==> src/rtl/core/udp_payload_locator_defines.svh <==
// Assertion macros used by the UDP payload locator queue.
`ifndef UDP_PAYLOAD_LOCATOR_DEFINES_SVH
`define UDP_PAYLOAD_LOCATOR_DEFINES_SVH

// The condition must never hold at a clock edge outside reset.
`define UDPL_ASSERT_NEVER(label, cond, msg) \
    label: assert property (@(posedge clk) disable iff (!rst_n) !(cond)) \
        else $error(msg);

// Whenever the antecedent holds, the consequent must hold in the cycle after.
`define UDPL_ASSERT_NEXT(label, ante, cons, msg) \
    label: assert property (@(posedge clk) disable iff (!rst_n) (ante) |=> (cons)) \
        else $error(msg);

`endif

==> src/rtl/core/udpl_pkg.sv <==
// Shared beat types and protocol constants for the UDP payload locator.
package udpl_pkg;

    // One input beat: a captured byte and its end-of-packet flag.
    typedef struct packed {
        logic [7:0] data_byte;
        logic       last_byte;
    } in_beat_t;

    // One result beat, produced on the last byte of each packet.
    typedef struct packed {
        logic        accepted;
        logic [15:0] payload_offset;
        logic [15:0] payload_length;
    } out_beat_t;

    // Link type register codes.
    localparam logic [2:0] LINK_ETHER   = 3'd0;
    localparam logic [2:0] LINK_COOKED1 = 3'd1;
    localparam logic [2:0] LINK_COOKED2 = 3'd2;
    localparam logic [2:0] LINK_RAW_IP  = 3'd3;

    // Protocol constants.
    localparam logic [15:0] ETH_TYPE_IPV4  = 16'h0800;
    localparam logic [15:0] ETH_TYPE_VLAN  = 16'h8100;
    localparam logic [15:0] ETH_TYPE_QINQ  = 16'h88a8;
    localparam logic [7:0]  IP_PROTO_UDP   = 8'd17;
    localparam logic [3:0]  IP_VERSION_4   = 4'd4;
    localparam logic [3:0]  IHL_MASK       = 4'hF;
    localparam int          ETH_TYPE_OFFS  = 12;
    localparam int          VLAN_TAG_LEN   = 4;
    localparam int          COOKED1_LEN    = 16;
    localparam int          COOKED2_LEN    = 20;
    localparam int          IP_MIN_HDR_LEN = 20;
    localparam int          UDP_HDR_LEN    = 8;
    localparam int          IP_PROTO_OFFS  = 9;
    localparam int          UDP_LEN_OFFS   = 4;

    // Bits of a packet summary record that do not scale with the position width:
    // mode 3, header found 1, ether type 16, header length 6, version 4,
    // protocol 8, UDP length 16.
    localparam int REC_FIXED_BITS = 54;

endpackage

==> src/rtl/core/udp_payload_locator.sv <==
// Top level of the UDP payload locator: parser, summary queue and decision stage.
//
//   channel  direction  payload                                  handshake
//   item     in         data_byte, last_byte                     item_valid / item_stall
//   result   out        accepted, payload_offset, payload_length result_valid / result_stall
//   cfg      in         link mode (3 bits)                       cfg_wr_en
//
// One byte beat is taken every cycle while item_stall is low; the parser's position
// compares and field captures finish within the cycle of the byte.
// After the last byte, the result beat passes through the summary queue and then the output register.
// Reset clears all parse state and the link mode to Ethernet; there is no clearing pass.
// The item channel stalls only when two summaries are queued behind a result
// that is itself held by a stall on the result channel.
module udp_payload_locator #(
    parameter int LEN_BITS = 16
) (
    input  logic                clk,
    input  logic                rst_n,
    input  logic                cfg_wr_en,
    input  logic [2:0]          cfg_wr_data,
    input  logic                item_valid,
    output logic                item_stall,
    input  udpl_pkg::in_beat_t  item,
    output logic                result_valid,
    input  logic                result_stall,
    output udpl_pkg::out_beat_t result
);
    import udpl_pkg::*;

    localparam int REC_W = 2 * LEN_BITS + REC_FIXED_BITS;

    logic             q_push;
    logic             q_pop;
    logic             q_full;
    logic             q_empty;
    logic [REC_W-1:0] q_rec;
    logic [REC_W-1:0] q_head;

    // Front: byte parser.
    udpl_front #(
        .LEN_BITS (LEN_BITS)
    ) u_front (
        .clk         (clk),
        .rst_n       (rst_n),
        .cfg_wr_en   (cfg_wr_en),
        .cfg_wr_data (cfg_wr_data),
        .item_valid  (item_valid),
        .item_stall  (item_stall),
        .item        (item),
        .q_full      (q_full),
        .q_push      (q_push),
        .q_rec       (q_rec)
    );

    // Queue of packet summaries.
    udpl_queue #(
        .WIDTH (REC_W)
    ) u_queue (
        .clk       (clk),
        .rst_n     (rst_n),
        .push      (q_push),
        .push_data (q_rec),
        .pop       (q_pop),
        .head      (q_head),
        .full      (q_full),
        .empty     (q_empty)
    );

    // Back: decision and result register.
    udpl_back #(
        .LEN_BITS (LEN_BITS)
    ) u_back (
        .clk          (clk),
        .rst_n        (rst_n),
        .q_head       (q_head),
        .q_empty      (q_empty),
        .q_pop        (q_pop),
        .result_valid (result_valid),
        .result_stall (result_stall),
        .result       (result)
    );

endmodule

==> src/rtl/core/udpl_front.sv <==
// Byte-stream header parser that emits one summary record per packet.
module udpl_front #(
    parameter int LEN_BITS = 16,
    localparam int REC_W = 2 * LEN_BITS + udpl_pkg::REC_FIXED_BITS
) (
    input  logic               clk,
    input  logic               rst_n,
    input  logic               cfg_wr_en,
    input  logic [2:0]         cfg_wr_data,
    input  logic               item_valid,
    output logic               item_stall,
    input  udpl_pkg::in_beat_t item,
    input  logic               q_full,
    output logic               q_push,
    output logic [REC_W-1:0]   q_rec
);
    import udpl_pkg::*;

    localparam logic [LEN_BITS-1:0] POS_MAX = '1;

    typedef struct packed {
        logic [2:0]          mode;
        logic                hdr_done;
        logic [15:0]         ether_type;
        logic [LEN_BITS-1:0] ip_start;
        logic [5:0]          ihl_bytes;
        logic [3:0]          version;
        logic [7:0]          protocol;
        logic [15:0]         udp_len;
        logic [LEN_BITS-1:0] total;
    } rec_t;

    logic [2:0]          link_mode_reg;
    logic [2:0]          mode_reg,      mode_next,      mode_upd;
    logic [LEN_BITS-1:0] byte_pos_reg,  byte_pos_next,  byte_pos_upd;
    logic [LEN_BITS-1:0] type_pos_reg,  type_pos_next,  type_pos_upd;
    logic [LEN_BITS-1:0] ip_start_reg,  ip_start_next,  ip_start_upd;
    logic [7:0]          held_reg,      held_next,      held_upd;
    logic [15:0]         ether_reg,     ether_next,     ether_upd;
    logic [3:0]          version_reg,   version_next,   version_upd;
    logic [5:0]          ihl_reg,       ihl_next,       ihl_upd;
    logic [7:0]          proto_reg,     proto_next,     proto_upd;
    logic [15:0]         udp_len_reg,   udp_len_next,   udp_len_upd;
    logic                hdr_done_reg,  hdr_done_next,  hdr_done_upd;

    logic                accept;
    logic                first;
    logic                active;
    logic [LEN_BITS:0]   type_pos_p1;
    logic [LEN_BITS:0]   type_pos_p4;
    logic [LEN_BITS-1:0] rel;
    logic [LEN_BITS-1:0] udp_hi_rel;
    logic [LEN_BITS-1:0] udp_lo_rel;
    logic [15:0]         type_word;
    rec_t                rec;

    // The input stalls only while the summary queue has no room.
    assign item_stall = q_full;
    assign accept     = item_valid && !item_stall;

    // Link type register.
    always_ff @(posedge clk or negedge rst_n)
    begin
        if (!rst_n)
        begin
            link_mode_reg <= LINK_ETHER;
        end
        else if (cfg_wr_en)
        begin
            link_mode_reg <= cfg_wr_data;
        end
    end

    assign first       = (byte_pos_reg == '0);
    assign active      = (byte_pos_reg != POS_MAX);
    assign type_pos_p1 = {1'b0, type_pos_reg} + (LEN_BITS+1)'(1);
    assign type_pos_p4 = {1'b0, type_pos_reg} + (LEN_BITS+1)'(VLAN_TAG_LEN);
    assign udp_hi_rel  = LEN_BITS'(ihl_reg) + LEN_BITS'(UDP_LEN_OFFS);
    assign udp_lo_rel  = LEN_BITS'(ihl_reg) + LEN_BITS'(UDP_LEN_OFFS + 1);
    assign type_word   = {held_reg, item.data_byte};

    // Effect of one byte on the parse state.
    always_comb
    begin
        mode_upd     = first ? link_mode_reg : mode_reg;
        byte_pos_upd = active ? byte_pos_reg + LEN_BITS'(1) : byte_pos_reg;
        type_pos_upd = type_pos_reg;
        ip_start_upd = ip_start_reg;
        held_upd     = held_reg;
        ether_upd    = ether_reg;
        version_upd  = version_reg;
        ihl_upd      = ihl_reg;
        proto_upd    = proto_reg;
        udp_len_upd  = udp_len_reg;
        hdr_done_upd = hdr_done_reg;
        rel          = '0;

        // Fixed-length link headers locate the IP header on the first byte.
        if (active && first)
        begin
            unique case (mode_upd)
                LINK_COOKED1:
                begin
                    ip_start_upd = LEN_BITS'(COOKED1_LEN);
                    hdr_done_upd = 1'b1;
                end
                LINK_COOKED2:
                begin
                    ip_start_upd = LEN_BITS'(COOKED2_LEN);
                    hdr_done_upd = 1'b1;
                end
                LINK_RAW_IP:
                begin
                    ip_start_upd = '0;
                    hdr_done_upd = 1'b1;
                end
                default:
                begin
                    hdr_done_upd = hdr_done_reg;
                end
            endcase
        end

        if (active)
        begin
            // Ethernet: walk the type words, skipping VLAN tags.
            if (mode_upd == LINK_ETHER && !hdr_done_upd)
            begin
                if ({1'b0, byte_pos_reg} == {1'b0, type_pos_reg})
                begin
                    held_upd = item.data_byte;
                end
                else if ({1'b0, byte_pos_reg} == type_pos_p1)
                begin
                    ether_upd = type_word;
                    if (type_word == ETH_TYPE_VLAN || type_word == ETH_TYPE_QINQ)
                    begin
                        type_pos_upd = (type_pos_p4 > {1'b0, POS_MAX}) ?
                                       POS_MAX : type_pos_p4[LEN_BITS-1:0];
                    end
                    else
                    begin
                        hdr_done_upd = 1'b1;
                        ip_start_upd = byte_pos_reg + LEN_BITS'(1);
                    end
                end
            end
            // IP and UDP header field captures relative to the IP start.
            else if (hdr_done_upd && byte_pos_reg >= ip_start_upd)
            begin
                rel = byte_pos_reg - ip_start_upd;
                if (rel == '0)
                begin
                    version_upd = item.data_byte[7:4];
                    ihl_upd     = {item.data_byte[3:0] & IHL_MASK, 2'b00};
                end
                if (rel == LEN_BITS'(IP_PROTO_OFFS))
                begin
                    proto_upd = item.data_byte;
                end
                if (rel == udp_hi_rel)
                begin
                    udp_len_upd[15:8] = item.data_byte;
                end
                if (rel == udp_lo_rel)
                begin
                    udp_len_upd[7:0] = item.data_byte;
                end
            end
        end
    end

    // Summary of the packet as it stands after the last byte.
    always_comb
    begin
        rec.mode       = mode_upd;
        rec.hdr_done   = hdr_done_upd;
        rec.ether_type = ether_upd;
        rec.ip_start   = ip_start_upd;
        rec.ihl_bytes  = ihl_upd;
        rec.version    = version_upd;
        rec.protocol   = proto_upd;
        rec.udp_len    = udp_len_upd;
        rec.total      = active ? byte_pos_reg + LEN_BITS'(1) : POS_MAX;
    end

    assign q_push = accept && item.last_byte;
    assign q_rec  = rec;

    // Next state: hold, advance, or clear at the end of a packet.
    always_comb
    begin
        mode_next     = mode_reg;
        byte_pos_next = byte_pos_reg;
        type_pos_next = type_pos_reg;
        ip_start_next = ip_start_reg;
        held_next     = held_reg;
        ether_next    = ether_reg;
        version_next  = version_reg;
        ihl_next      = ihl_reg;
        proto_next    = proto_reg;
        udp_len_next  = udp_len_reg;
        hdr_done_next = hdr_done_reg;
        if (accept && item.last_byte)
        begin
            mode_next     = LINK_ETHER;
            byte_pos_next = '0;
            type_pos_next = LEN_BITS'(ETH_TYPE_OFFS);
            ip_start_next = '0;
            held_next     = '0;
            ether_next    = '0;
            version_next  = '0;
            ihl_next      = '0;
            proto_next    = '0;
            udp_len_next  = '0;
            hdr_done_next = 1'b0;
        end
        else if (accept)
        begin
            mode_next     = mode_upd;
            byte_pos_next = byte_pos_upd;
            type_pos_next = type_pos_upd;
            ip_start_next = ip_start_upd;
            held_next     = held_upd;
            ether_next    = ether_upd;
            version_next  = version_upd;
            ihl_next      = ihl_upd;
            proto_next    = proto_upd;
            udp_len_next  = udp_len_upd;
            hdr_done_next = hdr_done_upd;
        end
    end

    // Parse state registers.
    always_ff @(posedge clk or negedge rst_n)
    begin
        if (!rst_n)
        begin
            mode_reg     <= LINK_ETHER;
            byte_pos_reg <= '0;
            type_pos_reg <= LEN_BITS'(ETH_TYPE_OFFS);
            ip_start_reg <= '0;
            held_reg     <= '0;
            ether_reg    <= '0;
            version_reg  <= '0;
            ihl_reg      <= '0;
            proto_reg    <= '0;
            udp_len_reg  <= '0;
            hdr_done_reg <= 1'b0;
        end
        else
        begin
            mode_reg     <= mode_next;
            byte_pos_reg <= byte_pos_next;
            type_pos_reg <= type_pos_next;
            ip_start_reg <= ip_start_next;
            held_reg     <= held_next;
            ether_reg    <= ether_next;
            version_reg  <= version_next;
            ihl_reg      <= ihl_next;
            proto_reg    <= proto_next;
            udp_len_reg  <= udp_len_next;
            hdr_done_reg <= hdr_done_next;
        end
    end

endmodule

==> src/rtl/core/udpl_queue.sv <==
// Two-entry queue of packet summary records between the parser and the decision stage.
module udpl_queue #(
    parameter int WIDTH = 86
) (
    input  logic             clk,
    input  logic             rst_n,
    input  logic             push,
    input  logic [WIDTH-1:0] push_data,
    input  logic             pop,
    output logic [WIDTH-1:0] head,
    output logic             full,
    output logic             empty
);
    `include "udp_payload_locator_defines.svh"

    localparam int DEPTH = 2;
    localparam int PTR_W = $clog2(DEPTH);
    localparam int CNT_W = $clog2(DEPTH + 1);

    logic [WIDTH-1:0] mem_reg [DEPTH];
    logic [PTR_W-1:0] wr_ptr_reg, wr_ptr_next;
    logic [PTR_W-1:0] rd_ptr_reg, rd_ptr_next;
    logic [CNT_W-1:0] count_reg,  count_next;

    assign full  = (count_reg == CNT_W'(DEPTH));
    assign empty = (count_reg == '0);
    assign head  = mem_reg[rd_ptr_reg];

    // Pointer and fill count update.
    always_comb
    begin
        wr_ptr_next = wr_ptr_reg;
        rd_ptr_next = rd_ptr_reg;
        count_next  = count_reg;
        if (push)
        begin
            wr_ptr_next = (wr_ptr_reg == PTR_W'(DEPTH - 1)) ? '0 : wr_ptr_reg + PTR_W'(1);
        end
        if (pop)
        begin
            rd_ptr_next = (rd_ptr_reg == PTR_W'(DEPTH - 1)) ? '0 : rd_ptr_reg + PTR_W'(1);
        end
        if (push && !pop)
        begin
            count_next = count_reg + CNT_W'(1);
        end
        else if (pop && !push)
        begin
            count_next = count_reg - CNT_W'(1);
        end
    end

    always_ff @(posedge clk or negedge rst_n)
    begin
        if (!rst_n)
        begin
            wr_ptr_reg <= '0;
            rd_ptr_reg <= '0;
            count_reg  <= '0;
        end
        else
        begin
            wr_ptr_reg <= wr_ptr_next;
            rd_ptr_reg <= rd_ptr_next;
            count_reg  <= count_next;
        end
    end

    // Record storage.
    always_ff @(posedge clk)
    begin
        if (push)
        begin
            mem_reg[wr_ptr_reg] <= push_data;
        end
    end

    `UDPL_ASSERT_NEVER(a_push_when_full, push && full, "record pushed into a full queue")
    `UDPL_ASSERT_NEVER(a_pop_when_empty, pop && empty, "record popped from an empty queue")
    `UDPL_ASSERT_NEVER(a_count_range, count_reg > CNT_W'(DEPTH), "queue fill count out of range")
    `UDPL_ASSERT_NEXT(a_count_grows, push && !pop, count_reg == $past(count_reg) + CNT_W'(1), "fill count did not follow a push")

endmodule

==> src/rtl/core/udpl_back.sv <==
// Accept decision, offset and length clamp, and the registered result beat.
module udpl_back #(
    parameter int LEN_BITS = 16,
    localparam int REC_W = 2 * LEN_BITS + udpl_pkg::REC_FIXED_BITS
) (
    input  logic                clk,
    input  logic                rst_n,
    input  logic [REC_W-1:0]    q_head,
    input  logic                q_empty,
    output logic                q_pop,
    output logic                result_valid,
    input  logic                result_stall,
    output udpl_pkg::out_beat_t result
);
    import udpl_pkg::*;

    localparam int XW = LEN_BITS + 1;
    localparam int CW = (XW > 16) ? XW : 16;

    typedef struct packed {
        logic [2:0]          mode;
        logic                hdr_done;
        logic [15:0]         ether_type;
        logic [LEN_BITS-1:0] ip_start;
        logic [5:0]          ihl_bytes;
        logic [3:0]          version;
        logic [7:0]          protocol;
        logic [15:0]         udp_len;
        logic [LEN_BITS-1:0] total;
    } rec_t;

    rec_t            rec;
    logic [XW-1:0]   total_x;
    logic [XW-1:0]   ip_min_end;
    logic [XW-1:0]   off;
    logic [XW-1:0]   avail;
    logic [CW-1:0]   off_c;
    logic [CW-1:0]   want_c;
    logic [CW-1:0]   avail_c;
    logic [15:0]     want;
    logic            ok;
    out_beat_t       beat;

    logic            valid_reg;
    out_beat_t       beat_reg;

    assign rec        = q_head;
    assign total_x    = {1'b0, rec.total};
    assign ip_min_end = {1'b0, rec.ip_start} + XW'(IP_MIN_HDR_LEN);
    assign off        = {1'b0, rec.ip_start} + XW'(rec.ihl_bytes) + XW'(UDP_HDR_LEN);
    assign avail      = total_x - off;
    assign want       = rec.udp_len - 16'(UDP_HDR_LEN);
    assign off_c      = CW'(off);
    assign want_c     = CW'(want);
    assign avail_c    = CW'(avail);

    // Header checks for an IPv4 UDP packet with enough captured bytes.
    always_comb
    begin
        ok = (rec.mode <= LINK_RAW_IP) && rec.hdr_done
             && !(rec.mode == LINK_ETHER && rec.ether_type != ETH_TYPE_IPV4)
             && (total_x >= ip_min_end)
             && (rec.version == IP_VERSION_4)
             && (total_x >= off)
             && (rec.protocol == IP_PROTO_UDP)
             && (rec.udp_len >= 16'(UDP_HDR_LEN));
    end

    // Result fields; a rejected packet reports zeros.
    always_comb
    begin
        beat.accepted       = ok;
        beat.payload_offset = '0;
        beat.payload_length = '0;
        if (ok)
        begin
            beat.payload_offset = (off_c > CW'(16'hFFFF)) ? 16'hFFFF : off_c[15:0];
            beat.payload_length = (want_c < avail_c) ? want : avail_c[15:0];
        end
    end

    // The output register takes a record when it is empty or being drained.
    assign q_pop = !q_empty && (!valid_reg || !result_stall);

    always_ff @(posedge clk or negedge rst_n)
    begin
        if (!rst_n)
        begin
            valid_reg <= 1'b0;
        end
        else if (!valid_reg || !result_stall)
        begin
            valid_reg <= !q_empty;
        end
    end

    always_ff @(posedge clk)
    begin
        if (q_pop)
        begin
            beat_reg <= beat;
        end
    end

    assign result_valid = valid_reg;
    assign result       = beat_reg;

endmodule

==> config.mk <==
export PLATFORM = sky130hd
export DESIGN_NAME = udp_payload_locator
export DESIGN_NICKNAME = d
export VERILOG_FILES = /design/src/rtl/core/udpl_pkg.sv /design/src/rtl/core/udp_payload_locator.sv /design/src/rtl/core/udpl_front.sv /design/src/rtl/core/udpl_queue.sv /design/src/rtl/core/udpl_back.sv
export VERILOG_INCLUDE_DIRS = /design/src /design/src/rtl/core
export SDC_FILE = /design/constraint.sdc
export NUM_CORES = 1
export LEC_CHECK = 0
export BUFFER_PORTS_ARGS = -buffer_cell sky130_fd_sc_hd__buf_2
export CORE_ASPECT_RATIO = 1.4
export CORE_UTILIZATION = 57
export CTS_CLUSTER_DIAMETER = 150
export DETAILED_ROUTE_END_ITERATION = 10
export PLACE_DENSITY = 0.77
export SLEW_MARGIN = 20
export SYNTH_ARGS = -nofsm -noshare
export SYNTH_HDL_FRONTEND = slang
export SYNTH_SLANG_ARGS = --single-unit
==> constraint.sdc <==
create_clock -name clk -period 8.15 [get_ports clk]
set_input_delay 1.63 -clock clk [delete_from_list [all_inputs] [get_ports clk]]
set_output_delay 1.63 -clock clk [all_outputs]
set_load 0.005 [all_outputs]
### After elaboration in Yosys (flattened, before gate mapping)

Memories as Yosys holds them, arrays and structs flattened.
Cells that the tools add are included.

* RAM bits: 172
* bits in read-only memories: 0
* memories: 1
* bits in latches: 0
* output and inout bits: 35
* input port bits: 17
* register bits after elaboration: 151
* word-level logic and storage cells: 178

Memory list
* u_queue.mem_reg: words 2, bits a word 86, rd ports 1, clocked after Yosys merged registers in 0, wr ports 1, line udpl_queue.sv:20 `logic [WIDTH-1:0] mem_reg [DEPTH];`

* equal/unequal tests: 16
* order comparisons: 8
* shift operators: 0
* reduce and logical (&&, ||, !) cells: 42
* bitwise logic cells: 0
* add/sub/neg operators: 15
* multiplexer cells: 77
* divide/modulo/power cells: 0
* $mul: 0

Operators by type and width (count)
* 16-bit 2-to-1 mux: 33
* 8-bit 2-to-1 mux: 13
* 16-bit equality test: 3
* 16-bit one-hot mux with 3 select lines: 1
* 6-bit 2-to-1 mux: 6
* 16-bit by 17-bit greater-or-equal comparator with 1-bit output: 2
* 17-bit by 16-bit greater-than comparator with 1-bit output, second input constant: 2
* 16-bit equality test, second input constant: 2
* 16-bit logical NOT: 2
* 4-bit 2-to-1 mux: 6
* 16-bit by 1-bit adder with 17-bit output, second input constant: 1
* 16-bit by 3-bit adder with 17-bit output, second input constant: 1
* 16-bit by 5-bit adder with 17-bit output, second input constant: 1
* 16-bit by 6-bit adder with 17-bit output: 1
* 17-bit by 4-bit adder with 17-bit output, second input constant: 1
* 16-bit by 17-bit equality test with 1-bit output: 1
* 16-bit by 17-bit < comparator with 1-bit output: 1
* 16-bit by 17-bit subtractor with 17-bit output: 1
* 16-bit by 1-bit adder with 16-bit output, second input constant: 1
* 16-bit by 4-bit equality test with 1-bit output, second input constant: 1
* 16-bit greater-or-equal comparator: 1
* 16-bit by 4-bit greater-or-equal comparator with 1-bit output, second input constant: 1
* 1-bit logical AND: 16
* 16-bit by 12-bit inequality test with 1-bit output, second input constant: 1
* other kinds (26): 59

### Longest topological paths before layout

Gate-level depths: netlist of the first run.

* word-level depth: 13
* depth in mapped cells: 36

### Hierarchy

Synthesis of the first run repeated with hierarchy kept, for this count alone.

* cells, all modules: 1768
* area, all modules: 19562.5 µm²

By module, submodules not included
* udpl_front: instances 1, sequential area each 2805.2 µm², area an instance 8690.8 µm², cells each 1004
* udpl_queue: instances 1, sequential area each 5265.0 µm², area an instance 6513.7 µm², cells each 284
* udpl_back: instances 1, sequential area each 1016.0 µm², area an instance 4357.9 µm², cells each 480

### Worst setup path after synthesis of the first run

Ideal clock, no wire load.

* path kind: reg2reg
* from: register u_queue.rd_ptr_reg
* to: register u_back.beat_reg (netlist bit u_back.result[1]), data pin
* cell stages (with the launch flop): 35
* buffers on the path: 8
* clock period less this slack: 7.802 ns
* required time: 7.983 ns
* arrival time: 7.634 ns
* slack: 0.348 ns
* cells stage by stage: dfrtp_1 -> buf_2 -> buf_2 -> buf_2 -> buf_2 -> buf_2 -> buf_1 -> buf_1 -> mux2i_1 -> inv_1 -> ha_1 -> ha_1 -> inv_1 -> fa_1 -> nor2b_1 -> o21ai_0 -> a21oi_1 -> o21ai_0 -> a21oi_1 -> a21oi_1 -> or3_1 -> and2_1 -> ha_1 -> a21oi_1 -> o21ai_0 -> or4b_2 -> and3_1 -> ha_1 -> o211ai_1 -> a21oi_1 -> o21ai_0 -> a211oi_2 -> buf_2 -> nor2_1 -> a211oi_1

* word-level cells in the longest chain between the ends: 10
* elaborated cells on any way between the ends: 25
* classes of those cells: add/sub: 5; order compare: 5; eq/ne: 3; mux: 1; reduce/logical: 10; memory: 1

Ends and longest elaborated chain
* start: declaration: line udpl_queue.sv:22 `logic [PTR_W-1:0] rd_ptr_reg, rd_ptr_next;`
* start signal: assignment: line udpl_queue.sv:64 `rd_ptr_reg <= rd_ptr_next;`
* memory read 2 x 86 bit (*)
* parallel branches: the longest is 9 deep, another holds 16-bit by 6-bit adder with 17-bit output
* end signal: assignment: line udpl_back.sv:101 `beat_reg <= beat;`
* end: declaration: line udpl_back.sv:45 `out_beat_t beat_reg;`

Mark *: on every way between the ends.
A chain may end at the register's enable or synchronous reset.

### Worst setup path after layout of the first run

Same ends and word-level chain as after synthesis.

==> results.json, run 1 <==
{
  "multi_input_area_um2": 9640,
  "clock_sinks": 322,
  "crit_arrival_ns": 7.56,
  "cp-end-kind": "flip-flop",
  "post_cts_resize_count": 0,
  "area_growth_syn_to_layout_pct": 7.20,
  "via_per_inst": 6.45,
  "fillers": 2614,
  "ys_seq_area_share_pct": 46.5,
  "first_pass_iters": 5,
  "rsz0062_at_grt": "no",
  "synth_edf_count": 205,
  "drc": 0,
  "track_usage_pct": 28.5,
  "finalNetCount": 1939,
  "power_density_nw_per_um2": 357,
  "post_synth.cell_area_avg_um2": 10.6,
  "io_buffers": 51,
  "critPathRequiredTime_ns": 8.57,
  "grt_max_degree": 85,
  "wirelength_um": 48800,
  "crit_path_frequent_cell": "a21oi_1",
  "peakVddDrop_uv": 318,
  "utilization_pct": 62.4,
  "ys_ff_latch": 322,
  "synth_cell_types": 106,
  "critPathMaxStageDelay_ns": 0.84,
  "slowest_stage": "a211oi_2",
  "num_vias": 14900,
  "fp.dieW_um": 158,
  "max_freq_mhz": 140,
  "outcome": "complete, no violations",
  "cp-start-kind": "flip-flop",
  "synthCells": 1845,
  "ant_nets": 0,
  "die_h_um": 221,
  "max_slew_margin_pct": 33.6,
  "antenna_found_initial": 3,
  "critPathTopFamily": "compound AO/OA/AOI/OAI gates",
  "yosys_warnings": 0,
  "final.period_utilization_pct": 87.5,
  "rows": 79,
  "hold_viol_final": 0,
  "cp_cell_sequence": "buf_4 -> mux2_2 -> ha_1 -> ha_1 -> o21ai_0 -> a21oi_1 -> o21ai_0 -> a21oi_1 -> a21oi_1 -> or3_1 -> and2_1 -> ha_1 -> a21oi_1 -> o21ai_0 -> or4b_2 -> and3_1 -> ha_1 -> o211ai_1 -> a21oi_1 -> o21ai_0 -> a211oi_2 -> nor2_1 -> a211oi_1",
  "netlist_area_um2": 19500,
  "slew_viol_final": 0,
  "pin_count": 52,
  "gp_congestion": 0.995,
  "synth_fp_nets": 1954,
  "clkLatencyLatePin_ns": 0.60,
  "core-area_um2": 33500,
  "seq_area_um2": 9090,
  "hp-class": "reg2reg",
  "fin_crit_ns": 7.13,
  "r2r-start": "u_queue.rd_ptr_reg$_DFFE_PN0P_",
  "setup-violations-final": 0,
  "die_area_um2": 35000,
  "critical_path_buf_inv_count": 1,
  "cts_hold_repair.buffers": 0,
  "use_met1_pct": 32.1,
  "start_util_pct": 58.3,
  "drt_iter0_drc": 1176,
  "grt_overflow_total": 0,
  "drive_gt1_share_pct": 12.7,
  "ys.flop_type": "edfxtp_1",
  "skew_ns": 0.0168,
  "leakagePower_uw": 0.00838,
  "clk_pin_slew_ns": 0.06,
  "root_buffer": "clkbuf_16",
  "worst_slew_pin_slew_ns": 0.993,
  "async_flop_share_pct": 36.3,
  "hp-start": "u_front.mode_reg[2]$_DFFE_PN0N_",
  "startpoint": "u_queue.rd_ptr_reg$_DFFE_PN0P_",
  "cp_max_fo": 37,
  "cts_buffers": 30,
  "clockBufferDepth": 3,
  "grt_pass1_vias": 14800,
  "cts_tree": "yes",
  "post_cts_buffers": 0,
  "top_usage_layer": "met2",
  "drv_cap": 0,
  "crit_type": "reg2reg",
  "largest_register_ffs": 172,
  "setup_tns_ns": 0,
  "grtUsageMet2_pct": 50.2,
  "dp_hpwl_um": 35500,
  "grt_pass1_wl_um": 77800,
  "htreeDepth": 1,
  "use_met3_pct": 2.80,
  "wl_per_cell_um": 21.2
}
==> logic make-up (layout without fill, tap and decap cells) <==
group	after synthesis	count (layout)	share of synthesized area (%)
adder cells (fa/ha/maj)	92	92	6.01
buffers and inverters	187	196	4.17
other	0	3	0
AND/OR/NAND/NOR	585	585	15.8
flip-flops	322	322	46.5
XOR/XNOR	96	96	4.46
multiplexers	113	113	6.26
AO/OA/AOI/OAI	450	450	16.8
==> worst reg2reg max path, stage by stage, from the launching register on <==
cell	delay (ns)
dfrtp_4	0.50
buf_4	0.45
mux2_2	0.45
ha_1	0.29
ha_1	0.30
o21ai_0	0.12
a21oi_1	0.22
o21ai_0	0.15
a21oi_1	0.36
a21oi_1	0.11
or3_1	0.37
and2_1	0.18
ha_1	0.34
a21oi_1	0.22
o21ai_0	0.20
or4b_2	0.67
and3_1	0.20
ha_1	0.27
o211ai_1	0.07
a21oi_1	0.13
o21ai_0	0.16
a211oi_2	0.84
nor2_1	0.08
a211oi_1	0.28
==> layout make-up <==
class                   count  area share [%]
clock inverters            16           0.658
clock buffers              40            3.96
flip-flops and latches    322            43.4
multi-input cells        1336            46.1
well taps                 445            2.66
inverters                  72            1.29
repair buffers             68            1.86
diodes                      3          0.0359
==> layout by cell type (no fill, tap or decap), types with 15 or more instances in the layout <==
master     instances
edfxtp_1         205
nand2_1          160
dfrtp_1          114
nor2_1            99
o21ai_0           94
a21oi_1           93
ha_1              89
inv_1             71
mux2_2            58
nand3_1           54
xnor2_1           54
nor3_1            52
mux2i_1           50
buf_2             50
xor2_1            39
nand4_1           34
a21o_1            33
clkbuf_16         31
nor2b_1           29
nand2b_1          22
nor4_1            21
o211ai_1          19
o211a_1           18
o2bb2ai_1         18
a2bb2oi_1         17
a221o_1           17
buf_4             17
o41ai_1           16
and3_1            15
==> per-layer routing <==
metal	routed length [um]	vias to the layer above
li1	-	6905
met1	18100	7241
met2	25200	504
met3	2110	200
met4	3310	0
met5	0	-
==> synthesized netlist by cell type (18+ instances only) <==
master     number  area share [%]
xor2_1         39             1.7
nand2_1       161             3.1
nand4_1        34             1.1
nor2b_1        29            0.93
a21o_1         33             1.3
o21ai_0        94             2.4
dfrtp_1       115              15
buf_2          31            0.79
o2bb2ai_1      18            0.81
mux2_2         58             3.3
clkbuf_1       62             1.2
ha_1           89             5.7
mux2i_1        50             2.6
nand2b_1       22            0.71
nor3_1         52             1.3
nand3_1        54             1.4
o211ai_1       19            0.73
a21oi_1        93             2.4
edfxtp_1      205              32
nor2_1        100             1.9
o211a_1        18            0.92
nor4_1         21            0.67
inv_1          72             1.4
xnor2_1        54             2.4
==> final timing paths <==
kind / endpoint / slack, ns / depth (start not counted)
max: u_back.result[1]$_SDFFCE_PN0P_ / 1.02 / 23
min: u_front.mode_reg[2]$_DFFE_PN0N_ / 0.48 / 2
max reg2reg: u_back.result[1]$_SDFFCE_PN0P_ / 1.02 / 23
min reg2reg: u_front.mode_reg[2]$_DFFE_PN0N_ / 0.48 / 2
max in group asynchronous: u_front.ether_reg[5]$_DFFE_PN0N_ / 5.71 / 2
min in group asynchronous: u_front.type_pos_reg[7]$_DFFE_PN0P_ / 1.14 / 1
==> stage by stage <==
stage	total power (uW)	hold WS [ns]	cells	setup slack, ns	cell area, um2
after global placement	5910	0.463	2243	1.36	19900
after global routing	7930	0.512	2302	0.445	20900
after floorplan	5030	0.449	1845	0.348	19500
after detailed placement	6040	0.472	2243	1.15	19900
final	7470	0.484	2302	1.02	20900
after CTS	7420	0.485	2299	1.11	20900
==> report_power, final <==
| part | switching [uW] | internal [uW] |
|---|---|---|
| Clock | 623 | 752 |
| Sequential | 156 | 2030 |
| Combinational | 2410 | 1500 |
Note: power is estimated with default switching activity, not from simulation.
==> inputs of run 2 (changes only) <==
--- a/config.mk
+++ b/config.mk
@@ -6,12 +6,14 @@
 export SDC_FILE = /design/constraint.sdc
 export NUM_CORES = 1
 export LEC_CHECK = 0
+export ABC_AREA = 1
 export BUFFER_PORTS_ARGS = -buffer_cell sky130_fd_sc_hd__buf_2
 export CORE_ASPECT_RATIO = 1.4
 export CORE_UTILIZATION = 57
 export CTS_CLUSTER_DIAMETER = 150
 export DETAILED_ROUTE_END_ITERATION = 10
 export PLACE_DENSITY = 0.77
+export RECOVER_POWER = 50
 export SLEW_MARGIN = 20
 export SYNTH_ARGS = -nofsm -noshare
 export SYNTH_HDL_FRONTEND = slang
==> run 2 against run 1 <==
Effect of this change:
- maximum frequency up 0.59%
- the flow now finishes with violations (max-capacitance violations, max-slew violations)
- worst setup slack better by 0.042 ns
- first-iteration DRC count down 24%
- largest cell class is now registers
- core utilization hardly changed
- total power increased by 11%
==> results.json, run 2 <==
{
  "outcome": "finished with violations",
  "violations": "max-capacitance violations, max-slew violations",
  "fin_crit_ns": 7.09,
  "final_cell_mix": "720 x nand2_1, 273 x inv_1, 205 x edfxtp_1",
  "drv_cap": 5,
  "worst_slew_pin_slew_ns": 3.56,
  "start_util_pct": 58.4,
  "grt_max_degree": 69,
  "gp_congestion": 0.952,
  "critPathRequiredTime_ns": 8.63,
  "die_h_um": 219,
  "hp-class": "reg2reg",
  "fp.dieW_um": 157,
  "wirelength_um": 46000,
  "synth_fa_ha_area_share_pct": 6.15,
  "cts_hold_repair.buffers": 0,
  "critical_path_buf_inv_count": 3,
  "yosys_warnings": 0,
  "post_cts_buffers": 0,
  "post_synth.cell_area_avg_um2": 8.42,
  "clkPwrFrac_pct": 17.1,
  "pin_count": 52,
  "intPower_uw": 4350,
  "rows": 78,
  "cts_buffers": 30,
  "drive_gt1_share_pct": 5.51,
  "synth_compound_area_share_pct": 5.57,
  "rsz0062_at_grt": "no",
  "hold_viol_final": 0,
  "wl_per_cell_um": 16.6,
  "synth_area_leaders": "edfxtp_1 32%, dfrtp_1 15%, nand2_1 14%",
  "critPathMaxStageDelay_ns": 2.52,
  "setup_tns_ns": 0,
  "synth-xor-area-share_pct": 4.36,
  "via_per_inst": 5.45,
  "slew_viol_final": 251,
  "grt_pass1_vias": 14900,
  "cp_max_fo": 68,
  "clk_pin_slew_ns": 0.07,
  "root_buffer": "clkbuf_16",
  "crit_path_frequent_cell": "clkbuf_1",
  "final.period_utilization_pct": 87.0,
  "antenna_found_initial": 1,
  "io_buffers": 51,
  "synth_cell_types": 56,
  "rr_worst_depth": 7,
  "seq_power_share_pct": 26.2,
  "synth_common_cells": "715 x nand2_1, 272 x inv_1, 205 x edfxtp_1",
  "max_slew_margin_pct": -137,
  "peakVddDrop_uv": 248,
  "area_growth_syn_to_layout_pct": 6.99,
  "cp_cell_sequence": "clkbuf_1 -> o21ai_4 -> clkbuf_1 -> nor2_4 -> clkbuf_1 -> nand2_1 -> o22ai_1",
  "drc": 0,
  "ys_seq_area_share_pct": 47.6,
  "synth_top_family_by_area": "simple AND/OR/NAND/NOR gates",
  "final_cell_area_um2": 20400,
  "post_dp_cell_area_um2": 19600,
  "r2r_end": "u_front.byte_pos_reg[5]$_DFFE_PN0P_",
  "p_sw_uw": 3900,
  "drt_iter0_drc": 890,
  "largest_register_ffs": 172,
  "ys_ff_latch": 322,
  "hp-start": "u_front.udp_len_reg[10]$_DFFE_PN0N_",
  "ant_nets": 0,
  "die_area_um2": 34200,
  "min_path_cells": 2,
  "synth_edf_count": 205,
  "diodes": 0,
  "synth.top_cell.area_share_pct": 32.2,
  "regToRegSetupSlack_ns": 1.72,
  "cp-start-kind": "input pin",
  "first_pass_iters": 8,
  "leakagePower_uw": 0.00983,
  "clkLatencyLatePin_ns": 0.59,
  "combPwrFrac_pct": 56.7,
  "clockBufferDepth": 3,
  "async_flop_share_pct": 36.3,
  "power_density_nw_per_um2": 404,
  "crit_type": "in2reg",
  "synth_fp_nets": 2376,
  "crit_arrival_ns": 7.57,
  "synthCells": 2267,
  "max_freq_mhz": 141,
  "cts_tree": "yes",
  "setup-violations-final": 0,
  "core-area_um2": 32700,
  "critPathTopFamily": "buffers and inverters",
  "post_cts_resize_count": 0,
  "r2r-start": "u_queue.count_reg[1]$_DFFE_PN0P_",
  "synthSimpleGateAreaFrac_pct": 28.1,
  "clock_sinks": 322,
  "synth_area_leader_cell": "edfxtp_1",
  "track_usage_pct": 27.6,
  "slowest_stage": "clkbuf_1",
  "grt_pass1_wl_um": 73300,
  "skew_ns": 0.0176,
  "ys.flop_type": "edfxtp_1",
  "num_vias": 15100,
  "synth_mux_area_share_pct": 0.734,
  "finalNetCount": 2410,
  "p_sw_share_pct": 47.2,
  "netlist_area_um2": 19100,
  "grt_overflow_total": 0,
  "final_common_cell": "nand2_1",
  "cp-end-kind": "flip-flop",
  "holdPathEnd": "u_front.udp_len_reg[10]$_DFFE_PN0N_",
  "synth_most_common_cell": "nand2_1",
  "htreeDepth": 1,
  "dp_hpwl_um": 34200
}
[run 2: kinds of logic (layout without fill, tap and decap cells)]
kind of cell             after synthesis  count (layout)
AO/OA/AOI/OAI                        183             183
XOR/XNOR                              95              95
AND/OR/NAND/NOR                     1220            1220
flip-flops                           322             322
adder cells (fa/ha/maj)               92              92
buffers and inverters                341             399
multiplexers                          14              14
[run 2: power by group through the flow]
stage	Clock [uW]	Combinational, uW	Sequential (uW)
final	1410	4680	2160
after global routing	1490	5250	2190
after CTS	1430	4740	2160
after detailed placement	0	4720	2190
after global placement	0	4640	2190
after floorplan	0	3470	2200
[run 2: cell type report]
type,instances,area (um2)
Clock buffer,43,862
Clock inverter,13,130
Fill cell,2823,12300
Inverter,281,1060
Multi-Input combinational cell,1604,8450
Sequential cell,322,9090
Tap cell,440,551
Timing Repair Buffer,62,282
[run 2: worst max-delay path by stage]
stage                                   start                                  end  slack (ns)  cells past startpoint
4_1_cts        u_queue.rd_ptr_reg$_DFFE_PN0P_       u_back.result[1]$_SDFFCE_PN0P_        1.82                     31
5_1_grt                            item_valid  u_front.byte_pos_reg[6]$_DFFE_PN0P_        0.72                      7
3_5_place_dp   u_queue.rd_ptr_reg$_DFFE_PN0P_       u_back.result[1]$_SDFFCE_PN0P_        1.82                     32
3_3_place_gp   u_queue.rd_ptr_reg$_DFFE_PN0P_       u_back.result[3]$_SDFFCE_PN0P_        2.01                     33
2_1_floorplan                      item_valid      u_queue.mem_reg[0][0]$_DFFE_PP_        1.53                      5
6_report                           item_valid  u_front.byte_pos_reg[5]$_DFFE_PN0P_        1.06                      7
[run 2: through the flow]
stage                     total power [uW]  utilization [%]  setup slack, ns  hold slack [ns]  cells
after detailed placement              6920             60.1             1.82            0.465   2709
after floorplan                       5670                -             1.53            0.444   2267
after CTS                             8330             63.1             1.82            0.483   2765
after global placement                6830             60.1             2.01            0.461   2709
final                                 8250             62.5             1.06            0.481   2765
after global routing                  8930             62.5            0.721            0.498   2765
[run 2: per-layer routing]
layer  share of wire [%]  track usage (%)  up-vias  wire, um
li1                    -                -     7456         -
met1                  38             30.0     7070     17400
met2                  52             51.2      394     24000
met3                 4.5             3.17      138      2050
met4                 5.6             16.1        0      2590
met5                   0                0        -         0
[run 2: worst min-delay path, delay by kind of cell, from the launching register on]
family,cells,cell delay (ns)
DFF,1,0.34
and+or+nand+nor,2,0.10
